**src/rtl/imac_ram.sv**
```systemverilog
// Generic single-write, single-read RAM with registered read data.
`timescale 1ns / 1ps
module imac_ram #(
    parameter int WIDTH = 8,
    parameter int DEPTH = 64
) (
    input  logic                     clk,
    input  logic                     we,
    input  logic [$clog2(DEPTH)-1:0] waddr,
    input  logic [WIDTH-1:0]         wdata,
    input  logic [$clog2(DEPTH)-1:0] raddr,
    output logic [WIDTH-1:0]         rdata
);

    logic [WIDTH-1:0] mem [DEPTH];
    logic [WIDTH-1:0] rdata_reg;

    always_ff @(posedge clk)
    begin
        if (we)
        begin
            mem[waddr] <= wdata;
        end
        rdata_reg <= mem[raddr];
    end

    assign rdata = rdata_reg;

endmodule

```
**config.mk**
```make
export PLATFORM = sky130hd
export DESIGN_NAME = imac_ram
export DESIGN_NICKNAME = d
export VERILOG_FILES = /design/src/rtl/imac_ram.sv
export SDC_FILE = /design/constraint.sdc
export NUM_CORES = 1
export LEC_CHECK = 0
export ABC_AREA = 1
export BUFFER_PORTS_ARGS = -buffer_cell sky130_fd_sc_hd__clkbuf_2
export CORE_ASPECT_RATIO = 0.8
export CORE_MARGIN = 2
export CORE_UTILIZATION = 45
export DETAILED_ROUTE_END_ITERATION = 8
export PLACE_DENSITY = 0.68
export SLEW_MARGIN = 0
export SYNTH_ARGS = -nofsm -noshare
export SYNTH_HDL_FRONTEND = slang
export SYNTH_SLANG_ARGS = --single-unit
```
**constraint.sdc**
```tcl
create_clock -name clk -period 1.8 [get_ports clk]
set_clock_uncertainty 0.15 [all_clocks]
set_input_delay 0 -clock clk [delete_from_list [all_inputs] [get_ports clk]]
set_output_delay 0 -clock clk [all_outputs]
set_load 0.01 [all_outputs]
```
==> results.ini <==
[synth]
syn_inst = 1805
yosysTopAreaCell = edfxtp_1
synth_compound_area_share_pct = 0
synth_cell_type_count = 16
synth_xor_area_share_pct = 0
synthSimpleGateAreaFrac_pct = 23.2
ys_ff_latch = 520
synth_top_area_share_pct = 72.0
synth_seq_area_share_pct = 72.8
synth_area_leaders = edfxtp_1, nand2_1, nand3_1
synthMuxAreaShare_pct = 0
yosysWarnings = 0
syn_area_um2 = 21300
yosys.area_share.adder_pct = 0
avgSynthCellArea_um2 = 11.8
synth_top_family_by_area = simple AND/OR/NAND/NOR gates
syn-num-nets = 1827

[global_route]
grt_antenna_before_repair = 0
grt-ovfl-total = 0
grt_max_degree = 75
grtUsageTotal_pct = 21.9
grt_pass1_wl_um = 81100
first_global_vias = 13600

[drt]
wl_per_cell_um = 20.6
vias = 14100
drc_errors = 0
wirelength_um = 52800
postRouteAntennaNets = 0
dr.pass1.iters = 6
drt_iter0_markers = 1703
routed_via_density = 5.52

[clock_network]
cts_setup_buffers = 0
cts_tree = yes
cts_buffers = 49
clkTransAtPathRegs_ps = 60
cts_max_path_buffers = 3
clkLatencyLatePin_ps = 570
clock-root-buffer = clkbuf_16
htreeDepth = 2
ctsResizeCount = 0
clock-sinks = 520
cts_hold_buffers = 16

[critical_path]
reg2reg_setup_slack_ps = 320
cp_max_fo = 6
setup.worst_path.end_class = flip-flop
crit_required_ps = 1940
worstPathArrival_ps = 1900
cp-start-kind = input pin
timing_worst_setup_path_type = input pin to flip-flop

[die]
fp.dieW_um = 247
design.portCount = 30
die_h_um = 199
die-area_um2 = 49200
start_util_pct = 45.5
placementRows = 71
core_area_um2 = 46900

[timing]
finalHoldViolations = 0
post-route-period-util_pct = 97.8
max_freq_mhz = 568
tns_ps = 0
min_period_ps = 1760
rsz0062_at_grt = no
setup_violations = 0
drv_slew = 0
worst_pin_slew_ps = 518
slew_headroom_pct = 65.5

[job]
cap_violations = 0

[cells_and_area]
most-common-layout-cells = nand2_1, edfxtp_1, nand3_1
syn2layout_area_growth_pct = 14.0
diodes = 0
nets = 1930
drive_gt1_share_pct = 10.9
largest_reg_flops = 512
final_common_cell = nand2_1
multi_input_area_um2 = 4950
fillCellCount = 3920
register_area_um2 = 15500
fin_area_um2 = 24300

[place]
gp_congestion = 0.886
dpl_cell_area_um2 = 22700
io_buffers = 29
post-dp-hpwl_um = 31800

[status]
status = finished clean

[pwr]
leakagePower_nw = 8.88
vdd_ir_drop_max_mv = 0.748
power_mw = 24.8
p_per_area_nw_per_um2 = 1020

[min_path]
hp-class = input pin to flip-flop

metal layers:
metal | vias to the layer above | part of all wire [%] | track usage [%] | wire length [um]
li1 | 6535 | - | - | -
met1 | 6865 | 44 | 32.7 | 23500
met2 | 644 | 44 | 32.7 | 23100
met3 | 91 | 9.2 | 4.33 | 4890
met4 | 0 | 2.5 | 6.32 | 1340
met5 | - | 0 | 0 | 0
where the power goes:
group | leakage (nW) | internal (mW) | switching, mW
clock | 0.709 | 5.44 | 4.24
sequential | 4.67 | 13.4 | 0.0460
combinational | 3.49 | 0.504 | 1.21
total | 8.88 | 19.3 | 5.50
critical path: stages:
cell,delay (ps)
dlygate4sd3_1,560
clkbuf_2,160
nand3_1,120
dlygate4sd3_1,630
nor2_1,220
buf_4,200
cells by family after synthesis:
logic type,Yosys count
and+or+nand+nor,1160
DFF,520
buffers and inverters,125
final cells by class:
cell class,instances,area share (%)
Clock buffer,66,5.48
Clock inverter,18,0.566
Inverter,12,0.216
Multi-Input combinational cell,1160,20.3
Sequential cell,520,63.9
Tap cell,620,3.19
Timing Repair Buffer,165,6.33
synth_stat cells (all sizes together):
| cell | count |
|---|---|
| nor2 | 56 |
| clkbuf | 15 |
| nand2 | 648 |
| nor4 | 8 |
| edfxtp | 512 |
| buf | 98 |
| inv | 12 |
| nand4 | 9 |
| dfxtp | 8 |
| nand3 | 439 |
path summary, 6_finish.rpt:
kind	startpoint	to	depth (start not counted)
worst max-delay path	waddr[3]	mem[56][1]	6
worst min-delay path	we	mem[56][3]	4
worst max register to register	mem[35][5]	rdata[5]	8
worst min register to register	mem[12][2]	rdata[2]	8
stage by stage:
stage	std cells	utilization, %	worst slack [ps]	hold WS (ps)
2_1_floorplan	1805	-	-116	-51.1
4_1_cts	2561	51.8	85.3	16.5
5_1_grt	2561	51.8	24.3	55.5
6_report	2561	51.8	38.9	59.2
3_3_place_gp	2461	48.4	152	233
3_5_place_dp	2461	48.4	128	229
Power figures use the tool's default switching activity.
