==> src/rtl/imac_pkg.sv <==
// Shared types and constants for the IMU motion activity classifier.
`timescale 1ns / 1ps
package imac_pkg;

    localparam int WINDOW_DEPTH_DEF = 64;

    localparam int ACC_W   = 16;
    localparam int GYRO_W  = 22;
    localparam int GAIN_W  = 16;
    localparam int DB_W    = 21;
    localparam int CFG_W   = 22;
    localparam int CFG_A_W = 3;
    localparam int ANGLE_W = 40;
    localparam int ENTRY_W = 18;
    localparam int STD_W   = 17;
    localparam int DMAG_W  = 18;
    localparam int CLASS_W = 3;
    localparam int CNT_W   = 8;

    localparam logic [CFG_A_W-1:0] REG_ACC_OFF_X  = 3'd0;
    localparam logic [CFG_A_W-1:0] REG_ACC_OFF_Y  = 3'd1;
    localparam logic [CFG_A_W-1:0] REG_ACC_OFF_Z  = 3'd2;
    localparam logic [CFG_A_W-1:0] REG_GYRO_OFF_X = 3'd3;
    localparam logic [CFG_A_W-1:0] REG_GYRO_OFF_Y = 3'd4;
    localparam logic [CFG_A_W-1:0] REG_GYRO_OFF_Z = 3'd5;
    localparam logic [CFG_A_W-1:0] REG_ANGLE_GAIN = 3'd6;
    localparam logic [CFG_A_W-1:0] REG_DEADBAND   = 3'd7;

    localparam logic [GAIN_W-1:0] ANGLE_GAIN_RST = 16'd66;
    localparam logic [DB_W-1:0]   DEADBAND_RST   = 21'd50;

    localparam logic [DMAG_W-1:0] STAND_LIMIT = 18'd100;
    localparam logic [DMAG_W-1:0] WALK_LIMIT  = 18'd1000;
    localparam logic [CNT_W-1:0]  HIGH_RUN    = 8'd5;
    localparam logic [CNT_W-1:0]  CNT_MAX     = 8'd255;

    localparam logic [CLASS_W-1:0] CLS_NONE  = 3'd0;
    localparam logic [CLASS_W-1:0] CLS_STAND = 3'd1;
    localparam logic [CLASS_W-1:0] CLS_WALK  = 3'd2;
    localparam logic [CLASS_W-1:0] CLS_RUN   = 3'd3;
    localparam logic [CLASS_W-1:0] CLS_JUMP  = 3'd4;

    typedef struct packed {
        logic                       start;
        logic signed [ENTRY_W-1:0]  new_val;
        logic signed [ENTRY_W-1:0]  old_val;
    } lane_cmd_t;

endpackage

==> src/rtl/imac_isqrt.sv <==
// Iterative floor square root, two radicand bits per cycle.
`timescale 1ns / 1ps
module imac_isqrt #(
    parameter int W = 36
) (
    input  logic           clk,
    input  logic           rst_n,
    input  logic           start,
    input  logic [W-1:0]   radicand,
    output logic           done,
    output logic [W/2-1:0] root
);

    localparam int RW = W / 2;
    localparam int CW = $clog2(RW + 1);

    logic [W-1:0]    x_reg;
    logic [RW+1:0]   rem_reg;
    logic [RW-1:0]   root_reg;
    logic [CW-1:0]   cnt_reg;
    logic            busy_reg;
    logic            done_reg;
    logic [RW+3:0]   rem_sh;
    logic [RW+3:0]   trial;
    logic            ge;
    logic [RW+3:0]   rem_next;

    assign rem_sh   = {rem_reg, x_reg[W-1 -: 2]};
    assign trial    = {2'b00, root_reg, 2'b01};
    assign ge       = rem_sh >= trial;
    assign rem_next = ge ? rem_sh - trial : rem_sh;

    always_ff @(posedge clk or negedge rst_n)
    begin
        if (!rst_n)
        begin
            x_reg    <= '0;
            rem_reg  <= '0;
            root_reg <= '0;
            cnt_reg  <= '0;
            busy_reg <= 1'b0;
            done_reg <= 1'b0;
        end
        else if (start)
        begin
            x_reg    <= radicand;
            rem_reg  <= '0;
            root_reg <= '0;
            cnt_reg  <= CW'(RW);
            busy_reg <= 1'b1;
            done_reg <= 1'b0;
        end
        else if (busy_reg)
        begin
            x_reg    <= {x_reg[W-3:0], 2'b00};
            rem_reg  <= rem_next[RW+1:0];
            root_reg <= {root_reg[RW-2:0], ge};
            cnt_reg  <= cnt_reg - 1'b1;
            if (cnt_reg == CW'(1))
            begin
                busy_reg <= 1'b0;
                done_reg <= 1'b1;
            end
        end
        else
        begin
            done_reg <= 1'b0;
        end
    end

    assign done = done_reg;
    assign root = root_reg;

endmodule

==> src/rtl/imac_lane.sv <==
// One window lane: running sums and floor standard deviation.
`timescale 1ns / 1ps
module imac_lane #(
    parameter int WINDOW_DEPTH = imac_pkg::WINDOW_DEPTH_DEF
) (
    input  logic                         clk,
    input  logic                         rst_n,
    input  imac_pkg::lane_cmd_t          cmd,
    output logic                         done,
    output logic [imac_pkg::STD_W-1:0]   std_val
);
    import imac_pkg::*;

    localparam int L      = $clog2(WINDOW_DEPTH);
    localparam int SUM_W  = 19 + L;
    localparam int SQ_W   = 35 + L;
    localparam int XW     = 36 + 2 * L;
    localparam int RW     = XW / 2;
    localparam int SH     = RW + L;
    localparam int MW     = RW + 2;
    localparam int PRW    = RW + MW;
    // ceil(2^SH / depth): exact floor division for any root below 2^RW
    localparam logic [MW-1:0] RECIP =
        MW'(((64'd1 << SH) + 64'(WINDOW_DEPTH) - 64'd1) / 64'(WINDOW_DEPTH));

    typedef enum logic [2:0] {
        LS_IDLE, LS_SQ, LS_SUM, LS_PROD, LS_X, LS_ROOT, LS_DIV
    } lstate_t;

    lstate_t                    state_reg;
    logic signed [ENTRY_W-1:0]  new_reg;
    logic signed [ENTRY_W-1:0]  old_reg;
    logic [34:0]                an2_reg;
    logic [34:0]                ao2_reg;
    logic signed [ENTRY_W:0]    diff_reg;
    logic signed [SUM_W-1:0]    sum_reg;
    logic [SQ_W-1:0]            sumsq_reg;
    logic [XW-1:0]              x_reg;
    logic [RW-1:0]              div_src_reg;
    logic [STD_W-1:0]           std_reg;
    logic                       done_reg;

    logic signed [35:0]         an_prod;
    logic signed [35:0]         ao_prod;
    logic signed [XW-1:0]       ss_prod;
    logic [XW-1:0]              nq_prod;
    logic                       sq_start;
    logic                       sq_done;
    logic [RW-1:0]              sq_root;
    logic [PRW-1:0]             div_prod;

    assign an_prod  = 36'(new_reg) * 36'(new_reg);
    assign ao_prod  = 36'(old_reg) * 36'(old_reg);
    assign ss_prod  = XW'(sum_reg) * XW'(sum_reg);
    assign nq_prod  = XW'(sumsq_reg) * XW'(WINDOW_DEPTH);
    assign sq_start = (state_reg == LS_X);
    assign div_prod = PRW'(div_src_reg) * PRW'(RECIP);

    imac_isqrt #(.W(XW)) u_isqrt (
        .clk      (clk),
        .rst_n    (rst_n),
        .start    (sq_start),
        .radicand (x_reg),
        .done     (sq_done),
        .root     (sq_root)
    );

    always_ff @(posedge clk or negedge rst_n)
    begin
        if (!rst_n)
        begin
            state_reg   <= LS_IDLE;
            new_reg     <= '0;
            old_reg     <= '0;
            an2_reg     <= '0;
            ao2_reg     <= '0;
            diff_reg    <= '0;
            sum_reg     <= '0;
            sumsq_reg   <= '0;
            x_reg       <= '0;
            div_src_reg <= '0;
            std_reg     <= '0;
            done_reg    <= 1'b0;
        end
        else
        begin
            done_reg <= 1'b0;
            unique case (state_reg)
                LS_IDLE:
                begin
                    if (cmd.start)
                    begin
                        new_reg   <= cmd.new_val;
                        old_reg   <= cmd.old_val;
                        state_reg <= LS_SQ;
                    end
                end
                LS_SQ:
                begin
                    an2_reg   <= an_prod[34:0];
                    ao2_reg   <= ao_prod[34:0];
                    diff_reg  <= (ENTRY_W+1)'(new_reg) - (ENTRY_W+1)'(old_reg);
                    state_reg <= LS_SUM;
                end
                LS_SUM:
                begin
                    sum_reg   <= sum_reg + SUM_W'(diff_reg);
                    sumsq_reg <= sumsq_reg + SQ_W'(an2_reg) - SQ_W'(ao2_reg);
                    state_reg <= LS_PROD;
                end
                LS_PROD:
                begin
                    x_reg     <= (nq_prod > ss_prod) ? nq_prod - ss_prod : '0;
                    state_reg <= LS_X;
                end
                LS_X:
                begin
                    state_reg <= LS_ROOT;
                end
                LS_ROOT:
                begin
                    if (sq_done)
                    begin
                        div_src_reg <= sq_root;
                        state_reg   <= LS_DIV;
                    end
                end
                LS_DIV:
                begin
                    std_reg   <= STD_W'(div_prod >> SH);
                    done_reg  <= 1'b1;
                    state_reg <= LS_IDLE;
                end
                default:
                begin
                    state_reg <= LS_IDLE;
                end
            endcase
        end
    end

    assign done    = done_reg;
    assign std_val = std_reg;

endmodule

==> config.mk <==
export PLATFORM = sky130hd
export DESIGN_NAME = imac_lane
export DESIGN_NICKNAME = d
export VERILOG_FILES = /design/src/rtl/imac_pkg.sv /design/src/rtl/imac_isqrt.sv /design/src/rtl/imac_lane.sv
export SDC_FILE = /design/constraint.sdc
export NUM_CORES = 2
export LEC_CHECK = 0
export ABC_AREA = 1
export BUFFER_PORTS_ARGS = -buffer_cell sky130_fd_sc_hd__buf_4
export CORE_UTILIZATION = 45
export DETAILED_ROUTE_END_ITERATION = 7
export REMOVE_ABC_BUFFERS = 1
export SLEW_MARGIN = 10
export SYNTH_ARGS = -nofsm -noshare
export SYNTH_HDL_FRONTEND = slang
export SYNTH_SLANG_ARGS = --single-unit
==> constraint.sdc <==
create_clock -name clk -period 8.5 [get_ports clk]
set_clock_uncertainty 0.05 [all_clocks]
set_input_delay 0.425 -clock clk [delete_from_list [all_inputs] [get_ports clk]]
set_output_delay 0.425 -clock clk [all_outputs]
set_load 0.01 [all_outputs]
==> flow_summary.yaml <==
placed_design:
  portBuffers: 56
  place_hpwl_mm: 175
  place_congestion: 0.953
  preCtsSetupSlack_ps: -37.1
layout:
  finalNetCount: 10900
  nFillCells: 15200
  utilization_pct: 49.9
  multi_input_area_um2: 50500
  final_common_cell: "inv_1"
  drive_gt1_share_pct: 6.21
  syn_to_final_growth_pct: 9.57
  seq_area_um2: 9490
  layout_common_cells: "2,376 x inv_1, 2,204 x nand2_1, 1,199 x fa_1"
  diodes: 0
floorplan:
  fp-row-count: 143
  initial_utilization_pct: 45.6
  die_area_um2: 156000
  fp.dieW_um: 395
  ios: 57
  die_h_um: 395
  core_area_um2: 153000
synthesis:
  syn_inst: 9016
  synth_area_leader_cell: "fa_1"
  synth_area_leaders: "fa_1 35%, dfrtp_1 14%, inv_1 13%, nand2_1 12%, ha_1 9.0%"
  ys_seq_area_share_pct: 13.6
  synth_cell_types: 55
  yosysWarningCount: 0
  synth_top_area_share_pct: 34.7
  syn_avg_cell_area_um2: 7.72
  synthesis.area_um2: 69600
  synth_seq_cells: 378
routing:
  wl_mm: 209
  via_count: 56800
  first_iter_violations: 3454
  wl_per_cell_um: 18.6
  final_antenna_net_count: 0
  route.detailed.drc: 0
  dr.pass1.iters: 7
  viasPerCell: 5.05
clock_network:
  htree_levels: 2
  cts_root_buf: "clkbuf_16"
  clk_pin_slew_ps: 70
  cts_buffers: 48
  clk_latency_ps: 680
  cts_buffer_depth: 3
  clock_sinks: 378
  cts_tree: "yes"
global_route:
  gr-usage-met3_pct: 2.42
  grt_antenna_before_repair: 0
  grt.overflow.total: 0
  grt.busiest_layer: "met2"
  grt_util_met1_pct: 38.3
  grt_start_max_net_pins: 160
  grt_first_pass_wirelength_mm: 332
  grt_pass1_vias: 59000
  grt_use_total_pct: 27.1
  grt_use_met2_pct: 45.2
sta:
  tightest_slew_ps: 1140
  max_slew_margin_pct: 23.7
  rsz0062_at_grt: "true"
  hold_viol: 0
  max_freq_mhz: 121
  holdWs_ps: 343
  finalSetupViolations: 0
  maxSlewViolCount: 0
  min_period_ps: 8270
  setup_slack_ps: 231
  period_share_pct: 97.3
critical_path:
  r2r-start: "sum_reg[18]$_DFFE_PN0P_"
  crit_top_cell: "fa_1"
  max_stage_delay_ps: 540
  path_max_fanout: 27
  critPathArrivalTime_ps: 8740
  required_ps: 8980
  criticalPathCategory: "flop to flop"
  cp_slowest_cell: "fa_1"
  end_kind: "flop"
  startpoint: "sum_reg[18]$_DFFE_PN0P_"
  worstSetupStartpointType: "flop"
run_status:
  status: "finished, final reports clean"
min_path:
  hold_path.class: "primary input to async pin"
job:
  drv_cap: 0
## worst max-delay path: cells and delay by family, from the launching register on
family | cells | cell delay [ps]
compound gates | 4 | 650
fa+ha+maj | 9 | 4120
flops | 1 | 470
simple gates | 12 | 1300
xor+xnor | 1 | 190
buf+inv | 12 | 1330
## final cells by class
class	instances	share of cell area, %
clock buffer	67	1.76
clock inverter	22	0.378
inverter	2386	11.8
multi-input combinational	6010	66.3
sequential	378	12.4
tap	2030	3.33
timing repair buffer	349	4.05
## cell families after synthesis
group / share of synthesized area [%]
compound gates: 6.62
xor+xnor: 2.15
fa+ha+maj: 43.8
buf+inv: 14.4
flops: 13.6
mux: 0.0809
simple gates: 19.4
## cell usage after synthesis, drive strengths merged
cell type,n
a21o,21
o21ai,303
a31o,2
o21bai,51
o211ai,32
dfrtp,378
inv,2381
nand2,2213
clkbuf,189
xor2,77
clkinv,5
nor2,487
buf,53
nand2b,2
o31ai,6
a22o,1
or2,54
ha,502
fa,1207
and2,6
mux2,5
o22ai,32
a41oi,1
nand3,363
a31oi,6
a21oi,341
nor3,45
and3,4
nor4,11
a211oi,2
o21a,5
xnor2,94
nand3b,25
o2111ai,1
o221ai,9
nor3b,1
a21boi,16
nand4,85
## path summary, 6_finish.rpt
check | end | slack, ps | cells after the start
min in group clk | std_val[8]$_DFFE_PN0P_ | 420 | 2
worst min register to register | std_val[8]$_DFFE_PN0P_ | 420 | 2
max in group asynchronous | sum_reg[20]$_DFFE_PN0P_ | 6340 | 3
worst max-delay path | x_reg[25]$_DFFE_PN0P_ | 230 | 38
worst min-delay path | new_reg[9]$_DFFE_PN0P_ | 340 | 2
worst max register to register | x_reg[25]$_DFFE_PN0P_ | 230 | 38
## metal layers
layer | up-vias | share of wire [%]
li1 | 27100 | -
met1 | 28200 | 45
met2 | 1325 | 47
met3 | 242 | 4.8
met4 | 0 | 2.4
met5 | - | 0
## per-stage QoR
stage                     setup TNS [ps]  std cells  cell area (µm²)
after detailed placement            -363      11100            73600
after global placement             -2540      11100            73600
after CTS                              0      11200            75600
final                                  0      11200            76200
after floorplan                        0       8774            68500
after global routing               -18.3      11200            76200
## repair_timing
action | 4_1_cts | 5_1_grt
gates resized for setup | 4 | 97
cloned | 0 | 5
pin swaps | 0 | 6
endpoints found under the hold margin | 132 | 0
setup buffers | 0 | 11
hold buffers | 38 | 0
endpoints found under the setup margin | 46 | 46
Power is not shown: default switching activity piles up to over one toggle a cycle in this logic, so the estimate is an artifact.
