--- config.mk ---
export PLATFORM = sky130hd
export DESIGN_NAME = imac_isqrt
export DESIGN_NICKNAME = d
export VERILOG_FILES = /design/src/rtl/imac_isqrt.sv
export SDC_FILE = /design/constraint.sdc
export NUM_CORES = 1
export LEC_CHECK = 0
export BUFFER_PORTS_ARGS = -buffer_cell sky130_fd_sc_hd__buf_4
export CAP_MARGIN = 10
export CORE_ASPECT_RATIO = 2
export CORE_MARGIN = 10
export CORE_UTILIZATION = 52
export CTS_CLUSTER_DIAMETER = 80
export DETAILED_ROUTE_END_ITERATION = 10
export GPL_TIMING_DRIVEN = 0
export PLACE_DENSITY = 0.73
export SYNTH_ARGS = -nofsm -noshare
export SYNTH_HDL_FRONTEND = slang
export SYNTH_SLANG_ARGS = --single-unit
export TNS_END_PERCENT = 5
--- constraint.sdc ---
create_clock -name clk -period 4.8 [get_ports clk]
set_clock_uncertainty 0.1 [all_clocks]
set_input_delay 0.48 -clock clk [delete_from_list [all_inputs] [get_ports clk]]
set_output_delay 0.48 -clock clk [all_outputs]
set_load 0.005 [all_outputs]
--- src/rtl/imac_isqrt.sv ---
// Iterative floor square root, two radicand bits per cycle.
`timescale 1ns / 1ps
module imac_isqrt #(
    parameter int W = 36
) (
    input  logic           clk,
    input  logic           rst_n,
    input  logic           start,
    input  logic [W-1:0]   radicand,
    output logic           done,
    output logic [W/2-1:0] root
);

    localparam int RW = W / 2;
    localparam int CW = $clog2(RW + 1);

    logic [W-1:0]    x_reg;
    logic [RW+1:0]   rem_reg;
    logic [RW-1:0]   root_reg;
    logic [CW-1:0]   cnt_reg;
    logic            busy_reg;
    logic            done_reg;
    logic [RW+3:0]   rem_sh;
    logic [RW+3:0]   trial;
    logic            ge;
    logic [RW+3:0]   rem_next;

    assign rem_sh   = {rem_reg, x_reg[W-1 -: 2]};
    assign trial    = {2'b00, root_reg, 2'b01};
    assign ge       = rem_sh >= trial;
    assign rem_next = ge ? rem_sh - trial : rem_sh;

    always_ff @(posedge clk or negedge rst_n)
    begin
        if (!rst_n)
        begin
            x_reg    <= '0;
            rem_reg  <= '0;
            root_reg <= '0;
            cnt_reg  <= '0;
            busy_reg <= 1'b0;
            done_reg <= 1'b0;
        end
        else if (start)
        begin
            x_reg    <= radicand;
            rem_reg  <= '0;
            root_reg <= '0;
            cnt_reg  <= CW'(RW);
            busy_reg <= 1'b1;
            done_reg <= 1'b0;
        end
        else if (busy_reg)
        begin
            x_reg    <= {x_reg[W-3:0], 2'b00};
            rem_reg  <= rem_next[RW+1:0];
            root_reg <= {root_reg[RW-2:0], ge};
            cnt_reg  <= cnt_reg - 1'b1;
            if (cnt_reg == CW'(1))
            begin
                busy_reg <= 1'b0;
                done_reg <= 1'b1;
            end
        end
        else
        begin
            done_reg <= 1'b0;
        end
    end

    assign done = done_reg;
    assign root = root_reg;

endmodule

==> load_flow_metrics.sql, run 1 <==
INSERT INTO impl_metrics (metric_group, metric, value, unit) VALUES
('floorplan', 'die_y', '155.9', 'um'),
('min_path', 'worstHoldPathType', 'in2async', ''),
('clocking', 'clock_latency_on_the_worst_skew_pair', '0.34', 'ns'),
('logic_synthesis', 'synth.mux.area_fraction', '12.72', '%'),
('worst_setup_path', 'critical_path.startpoint_type', 'flop', ''),
('worst_setup_path', 'termination_of_the_worst_setup_path', 'rem_reg[19]$_DFFE_PN0P_', ''),
('placed_design', 'dpl-instance-area', '5349', 'sq um'),
('route', 'number_of_drc_markers_after_the_initial_detailed_route_iteration', '167', ''),
('worst_setup_path', 'critical_path_required', '4.92', 'ns'),
('worst_setup_path', 'crit_type', 'reg2reg', ''),
('layout', 'largest_register_ff_count', '36', ''),
('global_route', 'grt_remaining_overflow', '0', ''),
('worst_setup_path', 'cp_cell_sequence', 'inv_1 > ha_1 > o21ai_0 > o2bb2ai_1 > a221oi_1 > a41oi_1 > o211ai_1 > o41ai_1 > o31a_1', ''),
('logic_synthesis', 'syn-num-nets', '572', ''),
('power', 'power.static_leakage', '0.002938', 'uW'),
('timing', 'max_slew.worst_pin.slew', '1.046', 'ns'),
('clocking', 'post_cts.repair.setup_buffers', '0', ''),
('worst_setup_path', 'crit_path_end_kind', 'flop', ''),
('timing', 'fin_tns_setup', '0', 'ns'),
('power', 'pwr_density_cell', '553.2', 'nW/um^2'),
('timing', 'slew_headroom', '30.24', '%'),
('layout', 'layout-drive-gt1-share', '14.95', '%'),
('worst_setup_path', 'crit_fanout', '4', ''),
('logic_synthesis', 'synth_top_family_by_area', 'compound AO/OA/AOI/OAI gates', ''),
('global_route', 'gr-usage-all-layers', '19.22', '%'),
('placed_design', 'place_inst', '669', ''),
('worst_setup_path', 'r2r_slack', '1.87', 'ns'),
('logic_synthesis', 'synth_fa_ha_area_share', '5.734', '%'),
('logic_synthesis', 'number_of_enable_type_register_cells_in_the_synthesized_netlist', '0', ''),
('timing', 'finalHoldViolations', '0', ''),
('route', 'detail_route.drc_violations', '0', ''),
('layout', 'fillers', '796', ''),
('logic_synthesis', 'synth_cell_types', '59', ''),
('timing', 'rsz0062_at_grt', 'no', ''),
('global_route', 'grt_first_pass_wirelength', '20.83', 'mm'),
('floorplan', 'placement_rows', '49', ''),
('clocking', 'cts_buffers', '9', ''),
('worst_setup_path', 'worst_r2r_path_depth', '9', ''),
('timing', 'setup_violations', '0', ''),
('layout', 'layout.area.seq', '2027', 'sq um'),
('clocking', 'cts.hold.buffers_added', '0', ''),
('route', 'drt-vias-per-instance', '5.883', ''),
('global_route', 'grt_max_degree', '82', ''),
('clocking', 'cts_max_path_buffers', '2', ''),
('logic_synthesis', 'post_synth_xor_area_fraction', '3.101', '%'),
('route', 'ant_nets', '0', ''),
('placed_design', 'port-buffer-count', '56', ''),
('worst_setup_path', 'worst_setup_path_startpoint', 'root[0]$_DFFE_PN0P_', ''),
('floorplan', 'initial_core_util', '53.27', '%'),
('logic_synthesis', 'synth_seq_area_share', '42.22', '%'),
('logic_synthesis', 'post_synth_instance_area', '4801', 'sq um'),
('layout', 'final_common_cell', 'dfrtp_1', ''),
('clocking', 'tritoncts', 'built', ''),
('timing', 'final_max_slew_viol_count', '0', ''),
('logic_synthesis', 'synth-async-reset-ratio', '100.0', '%'),
('power', 'ir_drop', '0.0003245', 'V'),
('job', 'cap_violations', '0', ''),
('timing', 'finalCriticalPeriod', '2.930', 'ns'),
('floorplan', 'die_area', '13710', 'sq um'),
('timing', 'holdWs', '0.2138', 'ns'),
('worst_setup_path', 'worst-endpoint-arrival', '3.05', 'ns'),
('route', 'drt-total-wl', '12.66', 'mm'),
('logic_synthesis', 'cells_after_synth', '511', ''),
('placed_design', 'post-dp-hpwl', '9.686', 'mm'),
('worst_setup_path', 'worst_path_largest_cell_delay', '0.60', 'ns'),
('worst_setup_path', 'crit_slowest_cell', 'a221oi_1', ''),
('layout', 'finish.instance_area', '5638', 'sq um'),
('status', 'status', 'completed', ''),
('layout', 'synthToLayoutAreaGrowth', '17.44', '%'),
('clocking', 'htree_num_levels', '3', ''),
('layout', 'fin_nets', '639', '');
[Yosys cell counts (all sizes together) (3+ instances only)]
cell | count | area, sq um
or3 | 3 | 18.77
mux2i | 61 | 610.6
xor2 | 5 | 43.79
a211oi | 8 | 60.06
nor2 | 45 | 168.9
and2 | 3 | 21.27
nand3 | 5 | 25.02
a21o | 8 | 61.31
ha | 22 | 275.3
o211ai | 5 | 51.30
inv | 32 | 120.1
o21a | 6 | 45.04
a21oi | 13 | 68.82
o21ai | 52 | 260.2
xnor2 | 12 | 105.1
a311oi | 5 | 50.04
and4 | 3 | 31.28
nor3 | 8 | 40.04
a221oi | 4 | 47.55
buf | 6 | 47.54
nand2 | 66 | 250.2
dfrtp | 81 | 2027
nor2b | 3 | 18.77
clkbuf | 24 | 90.09
[critical path, delay by kind of cell, from the launching register on]
| family | cells | cell delay, ns |
|---|---|---|
| AO/OA/AOI/OAI | 7 | 1.92 |
| adder cells (fa/ha/maj) | 1 | 0.33 |
| buffers and inverters | 1 | 0.06 |
| flip-flops | 1 | 0.39 |
[how the worst min path moves through the flow]
| stage | start | endpoint | slack [ns] | depth (start not counted) |
|---|---|---|---|---|
| floorplan | rst_n | busy_reg$_DFF_PN0_ | 0.08 | 0 |
| global placement | rem_reg[18]$_DFFE_PN0P_ | rem_reg[18]$_DFFE_PN0P_ | 0.38 | 2 |
| detailed placement | cnt_reg[4]$_DFFE_PN0P_ | cnt_reg[4]$_DFFE_PN0P_ | 0.40 | 2 |
| CTS | radicand[27] | x_reg[27]$_DFFE_PN0P_ | 0.25 | 3 |
| global route | radicand[5] | x_reg[5]$_DFFE_PN0P_ | 0.25 | 3 |
| finish | rst_n | root[9]$_DFFE_PN0P_ | 0.21 | 1 |
[area by class of cell]
cell class | count | share of cell area [%]
clock buffer | 13 | 4.439
inverter | 32 | 2.130
tap | 102 | 2.264
multi-input combinational | 368 | 44.63
timing repair buffer | 56 | 7.457
buffer | 30 | 2.441
sequential | 81 | 35.95
clock inverter | 2 | 0.6880
[logic make-up after synthesis]
family,after synthesis
flip-flops,81
AO/OA/AOI/OAI,121
buffers and inverters,62
adder cells (fa/ha/maj),22
XOR/XNOR,17
AND/OR/NAND/NOR,147
multiplexers,61
[report_power, final]
part	switching (uW)	leakage (uW)	internal [uW]	total, uW
Combinational	842	0.00177	706	1550
Sequential	92.6	0.00103	793	886
Clock	269	0.000140	416	685
[stage by stage]
step | utilization, % | power, uW | setup slack, ns
after CTS | 62.56 | 3118 | 1.868
after detailed placement | 59.35 | 2428 | 1.887
after floorplan | - | 2068 | 2.352
after global placement | 59.35 | 2386 | 1.987
after global routing | 62.56 | 3323 | 1.635
final | 62.56 | 3119 | 1.870
[per-layer routing]
layer  share of wire, %  wire [um]  track usage, %  vias up
met4                4.1        517           10.23        0
met5                  0          0               0        -
met1                 36       4568           18.86     1947
met3                3.7        464           3.766       42
li1                   -          -               -     1929
met2                 56       7107           35.69      106
Note: power is estimated with default switching activity, not from simulation.
==> inputs of run 2 (changes only) <==
--- a/config.mk
+++ b/config.mk
@@ -13,7 +13,7 @@
 export CTS_CLUSTER_DIAMETER = 80
 export DETAILED_ROUTE_END_ITERATION = 10
 export GPL_TIMING_DRIVEN = 0
-export PLACE_DENSITY = 0.73
+export PLACE_DENSITY = 0.75
 export SYNTH_ARGS = -nofsm -noshare
 export SYNTH_HDL_FRONTEND = slang
 export SYNTH_SLANG_ARGS = --single-unit
==> constraint.sdc (replaced) <==
create_clock -name clk -period 2.6 [get_ports clk]
set_clock_uncertainty 0.1 [all_clocks]
set_input_delay 0.26 -clock clk [delete_from_list [all_inputs] [get_ports clk]]
set_output_delay 0.26 -clock clk [all_outputs]
set_load 0.005 [all_outputs]
==> run 2 against run 1 <==
  * The run now ends with negative hold slack left
  * Clock power up 85%
  * Global-route usage up 0.059 points
  * Largest cell class unchanged
  * Critical endpoint unchanged
  * Fmax up 15%
==> load_flow_metrics.sql, run 2 (synthesis results as in run 1) <==
INSERT INTO impl_metrics (metric_group, metric, value, unit) VALUES
('status', 'status', 'complete, but fails checks', ''),
('status', 'failed_checks', 'negative hold slack', ''),
('global_route', 'initial_antenna_violation_count', '0', ''),
('layout', 'layout-drive-gt1-share', '22.11', '%'),
('worst_setup_path', 'critical-path-top-delay-family', 'compound AO/OA/AOI/OAI gates', ''),
('power', 'power.static_leakage', '0.003057', 'uW'),
('floorplan', 'core-area', '9012', 'sq um'),
('clocking', 'clock-sinks', '81', ''),
('route', 'drt-total-wl', '13.36', 'mm'),
('placed_design', 'post-dp-hpwl', '9.537', 'mm'),
('clocking', 'tritoncts', 'built', ''),
('clocking', 'cts_buffers', '9', ''),
('placed_design', 'dpl-instance-area', '5349', 'sq um'),
('layout', 'finish.instance_area', '6046', 'sq um'),
('global_route', 'gr-usage-all-layers', '19.28', '%'),
('layout', 'final_cell_mix', '79 x dfrtp_1, 73 x buf_4, 65 x nand2_1, 61 x mux2i_1, 49 x o21ai_0', ''),
('timing', 'setup_violations', '0', ''),
('layout', 'postLayoutCoreUtil', '67.08', '%'),
('timing', 'finalCriticalPeriod', '2.547', 'ns'),
('global_route', 'grt_remaining_overflow', '0', ''),
('floorplan', 'die_y', '155.9', 'um'),
('floorplan', 'die_area', '13710', 'sq um'),
('worst_setup_path', 'worst-path-buf-inv', '2', ''),
('route', 'wire_per_inst', '19.11', 'um'),
('floorplan', 'die_width', '87.94', 'um'),
('global_route', 'grt_first_pass_wirelength', '20.95', 'mm'),
('floorplan', 'num_io_pins', '58', ''),
('placed_design', 'gpl.final_weighted_congestion', '0.9191', ''),
('timing', 'fin_tns_setup', '0', 'ns'),
('layout', 'fillers', '720', ''),
('placed_design', 'port-buffer-count', '56', ''),
('clocking', 'cts.clk_slew.worst_paths', '0.06', 'ns'),
('route', 'number_of_drc_markers_after_the_initial_detailed_route_iteration', '246', ''),
('worst_setup_path', 'crit_path_end_kind', 'flop', ''),
('clocking', 'cts_root_buf', 'clkbuf_16', ''),
('global_route', 'grt_pass1_vias', '4264', ''),
('timing', 'rsz0062_at_grt', 'yes', ''),
('route', 'drt-vias-per-instance', '5.917', ''),
('layout', 'fin_cells', '699', ''),
('worst_setup_path', 'crit_type', 'reg2reg', ''),
('worst_setup_path', 'critical_path.startpoint_type', 'flop', ''),
('worst_setup_path', 'crit_slowest_cell', 'dfrtp_1', ''),
('placed_design', 'place_inst', '669', ''),
('worst_setup_path', 'worst-endpoint-arrival', '2.72', 'ns'),
('timing', 'slew_headroom', '31.24', '%'),
('min_path', 'worstHoldPathType', 'in2async', ''),
('timing', 'holdWs', '-0.01398', 'ns'),
('worst_setup_path', 'worst_path_largest_cell_delay', '0.41', 'ns'),
('layout', 'diodes', '0', ''),
('timing', 'max_clock_freq', '0.3926', 'GHz'),
('floorplan', 'placement_rows', '49', ''),
('timing', 'final_max_slew_viol_count', '0', ''),
('layout', 'final_common_cell', 'dfrtp_1', ''),
('clocking', 'cts_max_path_buffers', '2', ''),
('route', 'drt_pre_antenna_iters', '4', ''),
('floorplan', 'initial_core_util', '53.27', '%'),
('layout', 'largest_register_ff_count', '36', ''),
('job', 'cap_violations', '0', ''),
('timing', 'period_utilization', '97.95', '%'),
('timing', 'finalHoldViolations', '8', ''),
('worst_setup_path', 'critical_path_required', '2.77', 'ns'),
('global_route', 'grt_max_degree', '82', ''),
('worst_setup_path', 'crit_fanout', '4', ''),
('power', 'pwr_density_cell', '1087', 'nW/um^2'),
('clocking', 'htree_num_levels', '3', ''),
('worst_setup_path', 'cp_cell_sequence', 'inv_2 > ha_4 > o21ai_0 > o2bb2ai_2 > a221oi_4 > a41oi_2 > buf_4 > o41ai_1 > o31a_1', ''),
('layout', 'fin_nets', '654', ''),
('route', 'detail_route.drc_violations', '0', ''),
('power', 'ir_drop', '0.0005676', 'V'),
('route', 'ant_nets', '0', ''),
('layout', 'synthToLayoutAreaGrowth', '25.93', '%'),
('timing', 'max_slew.worst_pin.slew', '1.031', 'ns'),
('route', 'num_vias', '4136', ''),
('clocking', 'clock_latency_on_the_worst_skew_pair', '0.34', 'ns');
[run 2: cell types whose count changed in the layout (fill, tap and decap cells not counted), sizes merged]
| cell | delta |
|---|---|
| buf | +16 |
| clkbuf | -1 |
[run 2: per-stage QoR]
stage | worst slack (ns) | power, uW | hold slack, ns
floorplan | 0.1521 | 3818 | -0.1356
global placement | -0.2263 | 4415 | 0.3667
detailed placement | -0.3150 | 4462 | 0.3721
CTS | -0.01401 | 6069 | 0.03095
global route | -0.07364 | 6926 | 0.03404
finish | 0.05319 | 6573 | -0.01398
[run 2: what timing repair did]
action                     CTS  global route
resized for setup           20            24
pin swaps                    9            12
setup endpoints to repair   21            17
setup buffers                8             9
gates cloned                 0             1
hold buffers                 0             0
[run 2: worst paths after layout]
check / start / end / slack, ns / cells past startpoint
worst min register to register: cnt_reg[4]$_DFFE_PN0P_ / cnt_reg[4]$_DFFE_PN0P_ / 0.42 / 2
worst max register to register: root[0]$_DFFE_PN0P_ / rem_reg[19]$_DFFE_PN0P_ / 0.05 / 9
min in group clk: radicand[18] / x_reg[18]$_DFFE_PN0P_ / 0.03 / 3
worst max-delay path: root[0]$_DFFE_PN0P_ / rem_reg[19]$_DFFE_PN0P_ / 0.05 / 9
max in group asynchronous: rst_n / root[5]$_DFFE_PN0P_ / 1.67 / 1
worst min-delay path: rst_n / root[9]$_DFFE_PN0P_ / -0.01 / 1
[run 2: where the power goes]
group / leakage [uW] / internal [uW] / switching (uW) / total, uW
clock: 0.000140 / 768 / 503 / 1270
sequential: 0.00103 / 1470 / 197 / 1660
combinational: 0.00189 / 1800 / 1840 / 3640
[run 2: area by class of cell]
| type | count | area (sq um) | area share (%) |
|---|---|---|---|
| repair buffers | 74 | 573.1 | 9.478 |
| clock inverters | 2 | 38.79 | 0.6416 |
| multi-input cells | 368 | 2780 | 45.99 |
| plain buffers | 27 | 126.4 | 2.090 |
| flip-flops and latches | 81 | 2029 | 33.57 |
| well taps | 102 | 127.6 | 2.111 |
| inverters | 32 | 120.1 | 1.987 |
| clock buffers | 13 | 250.2 | 4.139 |
[run 2: layer usage]
metal,wire length [um],global-route usage (%),up-vias
met5,0,0,-
met4,782,10.76,0
met3,575,4.079,48
met2,7246,34.68,139
met1,4753,19.56,1989
li1,-,-,1960
==> inputs of run 3 (changes only) <==
--- a/config.mk
+++ b/config.mk
@@ -9,11 +9,10 @@
 export CAP_MARGIN = 10
 export CORE_ASPECT_RATIO = 2
 export CORE_MARGIN = 10
-export CORE_UTILIZATION = 52
+export CORE_UTILIZATION = 40
 export CTS_CLUSTER_DIAMETER = 80
 export DETAILED_ROUTE_END_ITERATION = 10
 export GPL_TIMING_DRIVEN = 0
-export PLACE_DENSITY = 0.75
 export SYNTH_ARGS = -nofsm -noshare
 export SYNTH_HDL_FRONTEND = slang
 export SYNTH_SLANG_ARGS = --single-unit
==> run 3 against run 2 <==
  * The run now ends clean
  * Sequential power about the same
  * Setup slack worse by 0.030 ns
  * First-iteration DRC count down 24%
  * Combinational power down 4%
  * Critical path depth up 2
  * Cell area up 0.64%
  * Non-clock buffer count up 2
  * Total power down 1.8%
  * Largest power group unchanged
  * Routed wire length up 6.8%
==> load_flow_metrics.sql, run 3 (synthesis results as in run 1) <==
INSERT INTO impl_metrics (metric_group, metric, value, unit) VALUES
('worst_setup_path', 'worst_setup_path_startpoint', 'root[9]$_DFFE_PN0P_', ''),
('global_route', 'initial_antenna_violation_count', '0', ''),
('clocking', 'cts.hold.buffers_added', '0', ''),
('route', 'ant_nets', '0', ''),
('min_path', 'worstHoldPathType', 'in2async', ''),
('route', 'drt_pre_antenna_iters', '4', ''),
('placed_design', 'place_inst', '712', ''),
('timing', 'setup_slack', '0.02340', 'ns'),
('clocking', 'cts.clk_slew.worst_paths', '0.06', 'ns'),
('timing', 'finalCriticalPeriod', '2.577', 'ns'),
('worst_setup_path', 'crit_slowest_cell', 'dfrtp_1', ''),
('power', 'pwr-share-seq', '25.7', '%'),
('layout', 'fin_cells', '745', ''),
('power', 'cell_internal_pwr', '3905', 'uW'),
('status', 'status', 'completed', ''),
('placed_design', 'gpl.final_weighted_congestion', '0.8731', ''),
('global_route', 'grt_first_pass_wirelength', '22.94', 'mm'),
('timing', 'slew_headroom', '29.73', '%'),
('layout', 'synthToLayoutAreaGrowth', '26.74', '%'),
('placed_design', 'place_ws', '-0.3919', 'ns'),
('timing', 'max_clock_freq', '0.3881', 'GHz'),
('floorplan', 'core-area', '11770', 'sq um'),
('worst_setup_path', 'worst-endpoint-arrival', '2.72', 'ns'),
('clocking', 'cts_root_buf', 'clkbuf_16', ''),
('power', 'ir_drop', '0.0004874', 'V'),
('route', 'highest-signal-layer', 'met4', ''),
('worst_setup_path', 'critical-path-top-delay-family', 'compound AO/OA/AOI/OAI gates', ''),
('timing', 'holdWs', '0.005037', 'ns'),
('worst_setup_path', 'reg2reg_from', 'root[9]$_DFFE_PN0P_', ''),
('timing', 'setup_violations', '0', ''),
('placed_design', 'post-dp-hpwl', '10.41', 'mm'),
('clocking', 'cts_buffers', '9', ''),
('timing', 'max_slew.worst_pin.slew', '1.054', 'ns'),
('global_route', 'grt_pass1_vias', '4474', ''),
('worst_setup_path', 'crit_type', 'reg2reg', ''),
('timing', 'fin_tns_setup', '0', 'ns'),
('clocking', 'clock-sinks', '81', ''),
('global_route', 'grt_remaining_overflow', '0', ''),
('floorplan', 'die_width', '97.47', 'um'),
('floorplan', 'die_area', '17050', 'sq um'),
('route', 'route.met3.wl', '541', 'um'),
('route', 'met2_length', '7.930', 'mm'),
('global_route', 'grt_max_degree', '82', ''),
('route', 'num_vias', '4027', ''),
('layout', 'final_common_cell', 'dfrtp_1', ''),
('clocking', 'tritoncts', 'built', ''),
('power', 'power_frac_comb', '54.3', '%'),
('worst_setup_path', 'crit_fanout', '10', ''),
('power', 'power_switching_share', '39.53', '%'),
('route', 'number_of_drc_markers_after_the_initial_detailed_route_iteration', '188', ''),
('layout', 'final_cell_mix', '79 x dfrtp_1, 74 x buf_4, 65 x nand2_1, 61 x mux2i_1, 49 x o21ai_0', ''),
('power', 'netSwitchingPower', '2552', 'uW'),
('clocking', 'htree_num_levels', '3', ''),
('worst_setup_path', 'critical_path_required', '2.74', 'ns'),
('timing', 'finalHoldViolations', '0', ''),
('timing', 'final_max_slew_viol_count', '0', ''),
('route', 'detail_route.drc_violations', '0', ''),
('timing', 'rsz0062_at_grt', 'yes', ''),
('timing', 'period_utilization', '99.10', '%'),
('floorplan', 'initial_core_util', '40.78', '%'),
('layout', 'largest_register_ff_count', '36', ''),
('worst_setup_path', 'critical_path.startpoint_type', 'flop', ''),
('job', 'cap_violations', '0', ''),
('floorplan', 'num_io_pins', '58', ''),
('route', 'detail_route.wirelength.met1', '5.149', 'mm'),
('power', 'p_clk_share', '20.0', '%'),
('layout', 'layout-drive-gt1-share', '22.83', '%'),
('floorplan', 'placement_rows', '56', ''),
('layout', 'fin_nets', '656', ''),
('route', 'drt-total-wl', '14.27', 'mm'),
('worst_setup_path', 'crit_path_end_kind', 'flop', ''),
('power', 'pwr_density_cell', '1061', 'nW/um^2'),
('worst_setup_path', 'worst-path-buf-inv', '3', ''),
('layout', 'postLayoutCoreUtil', '51.69', '%'),
('global_route', 'gr-usage-all-layers', '16.50', '%'),
('route', 'drt-vias-per-instance', '5.405', ''),
('clocking', 'clock_latency_on_the_worst_skew_pair', '0.34', 'ns'),
('worst_setup_path', 'cp_cell_sequence', 'inv_2 > ha_4 > and2_1 > a21o_1 > a221oi_4 > a21o_4 > and2_4 > buf_6 > buf_8 > nand2_1 > a311oi_2', ''),
('route', 'wire_per_inst', '19.15', 'um'),
('placed_design', 'port-buffer-count', '56', ''),
('floorplan', 'die_y', '174.9', 'um'),
('layout', 'diodes', '0', ''),
('power', 'power.static_leakage', '0.003065', 'uW'),
('worst_setup_path', 'worst_path_largest_cell_delay', '0.39', 'ns'),
('clocking', 'cts_max_path_buffers', '2', '');
## run 3: final timing paths
| check | cells after the start | end | slack [ns] |
|---|---|---|---|
| min reg2reg | 2 | rem_reg[18]$_DFFE_PN0P_ | 0.41 |
| max | 11 | rem_reg[17]$_DFFE_PN0P_ | 0.02 |
| max in group asynchronous | 1 | rem_reg[9]$_DFFE_PN0P_ | 1.66 |
| max reg2reg | 11 | rem_reg[17]$_DFFE_PN0P_ | 0.02 |
| min in group clk | 3 | x_reg[9]$_DFFE_PN0P_ | 0.02 |
| min | 1 | x_reg[5]$_DFFE_PN0P_ | 0.005 |
## run 3: final cells by class
cell class              count  area (sq um)
clock inverters             5         56.30
repair buffers             74         555.5
flip-flops and latches     81          2029
well taps                 145         181.4
fillers                  1104          5687
multi-input cells         368          2771
inverters                  32         120.1
plain buffers              29         137.6
clock buffers              11         232.7
## run 3: layer usage
layer	GRT usage [%]	vias to the layer above
met5	0	-
met4	9.562	0
met3	3.279	33
met2	31.67	101
met1	15.48	1934
li1	-	1959
## run 3: timing repair
| item | 4_1_cts | 5_1_grt |
|---|---|---|
| buffers inserted | 16 | 2 |
| pin swaps | 11 | 9 |
| endpoints found under the setup margin | 21 | 15 |
| gates cloned | 0 | 0 |
| resized for setup | 25 | 19 |
| endpoints found under the hold margin | 0 | 0 |
## run 3: power by group through the flow
stage	clock network, uW	logic (uW)	registers (uW)
2_1_floorplan	0	2230	1590
3_3_place_gp	0	2820	1650
3_5_place_dp	0	2860	1660
4_1_cts	1300	3230	1650
5_1_grt	1360	3820	1680
6_report	1290	3510	1660
## run 3: through the flow
stage	total power (uW)	cell area (sq um)
after floorplan	3818	4801
after global placement	4466	5403
after detailed placement	4513	5403
after CTS	6181	5963
after global routing	6853	6085
final	6457	6085
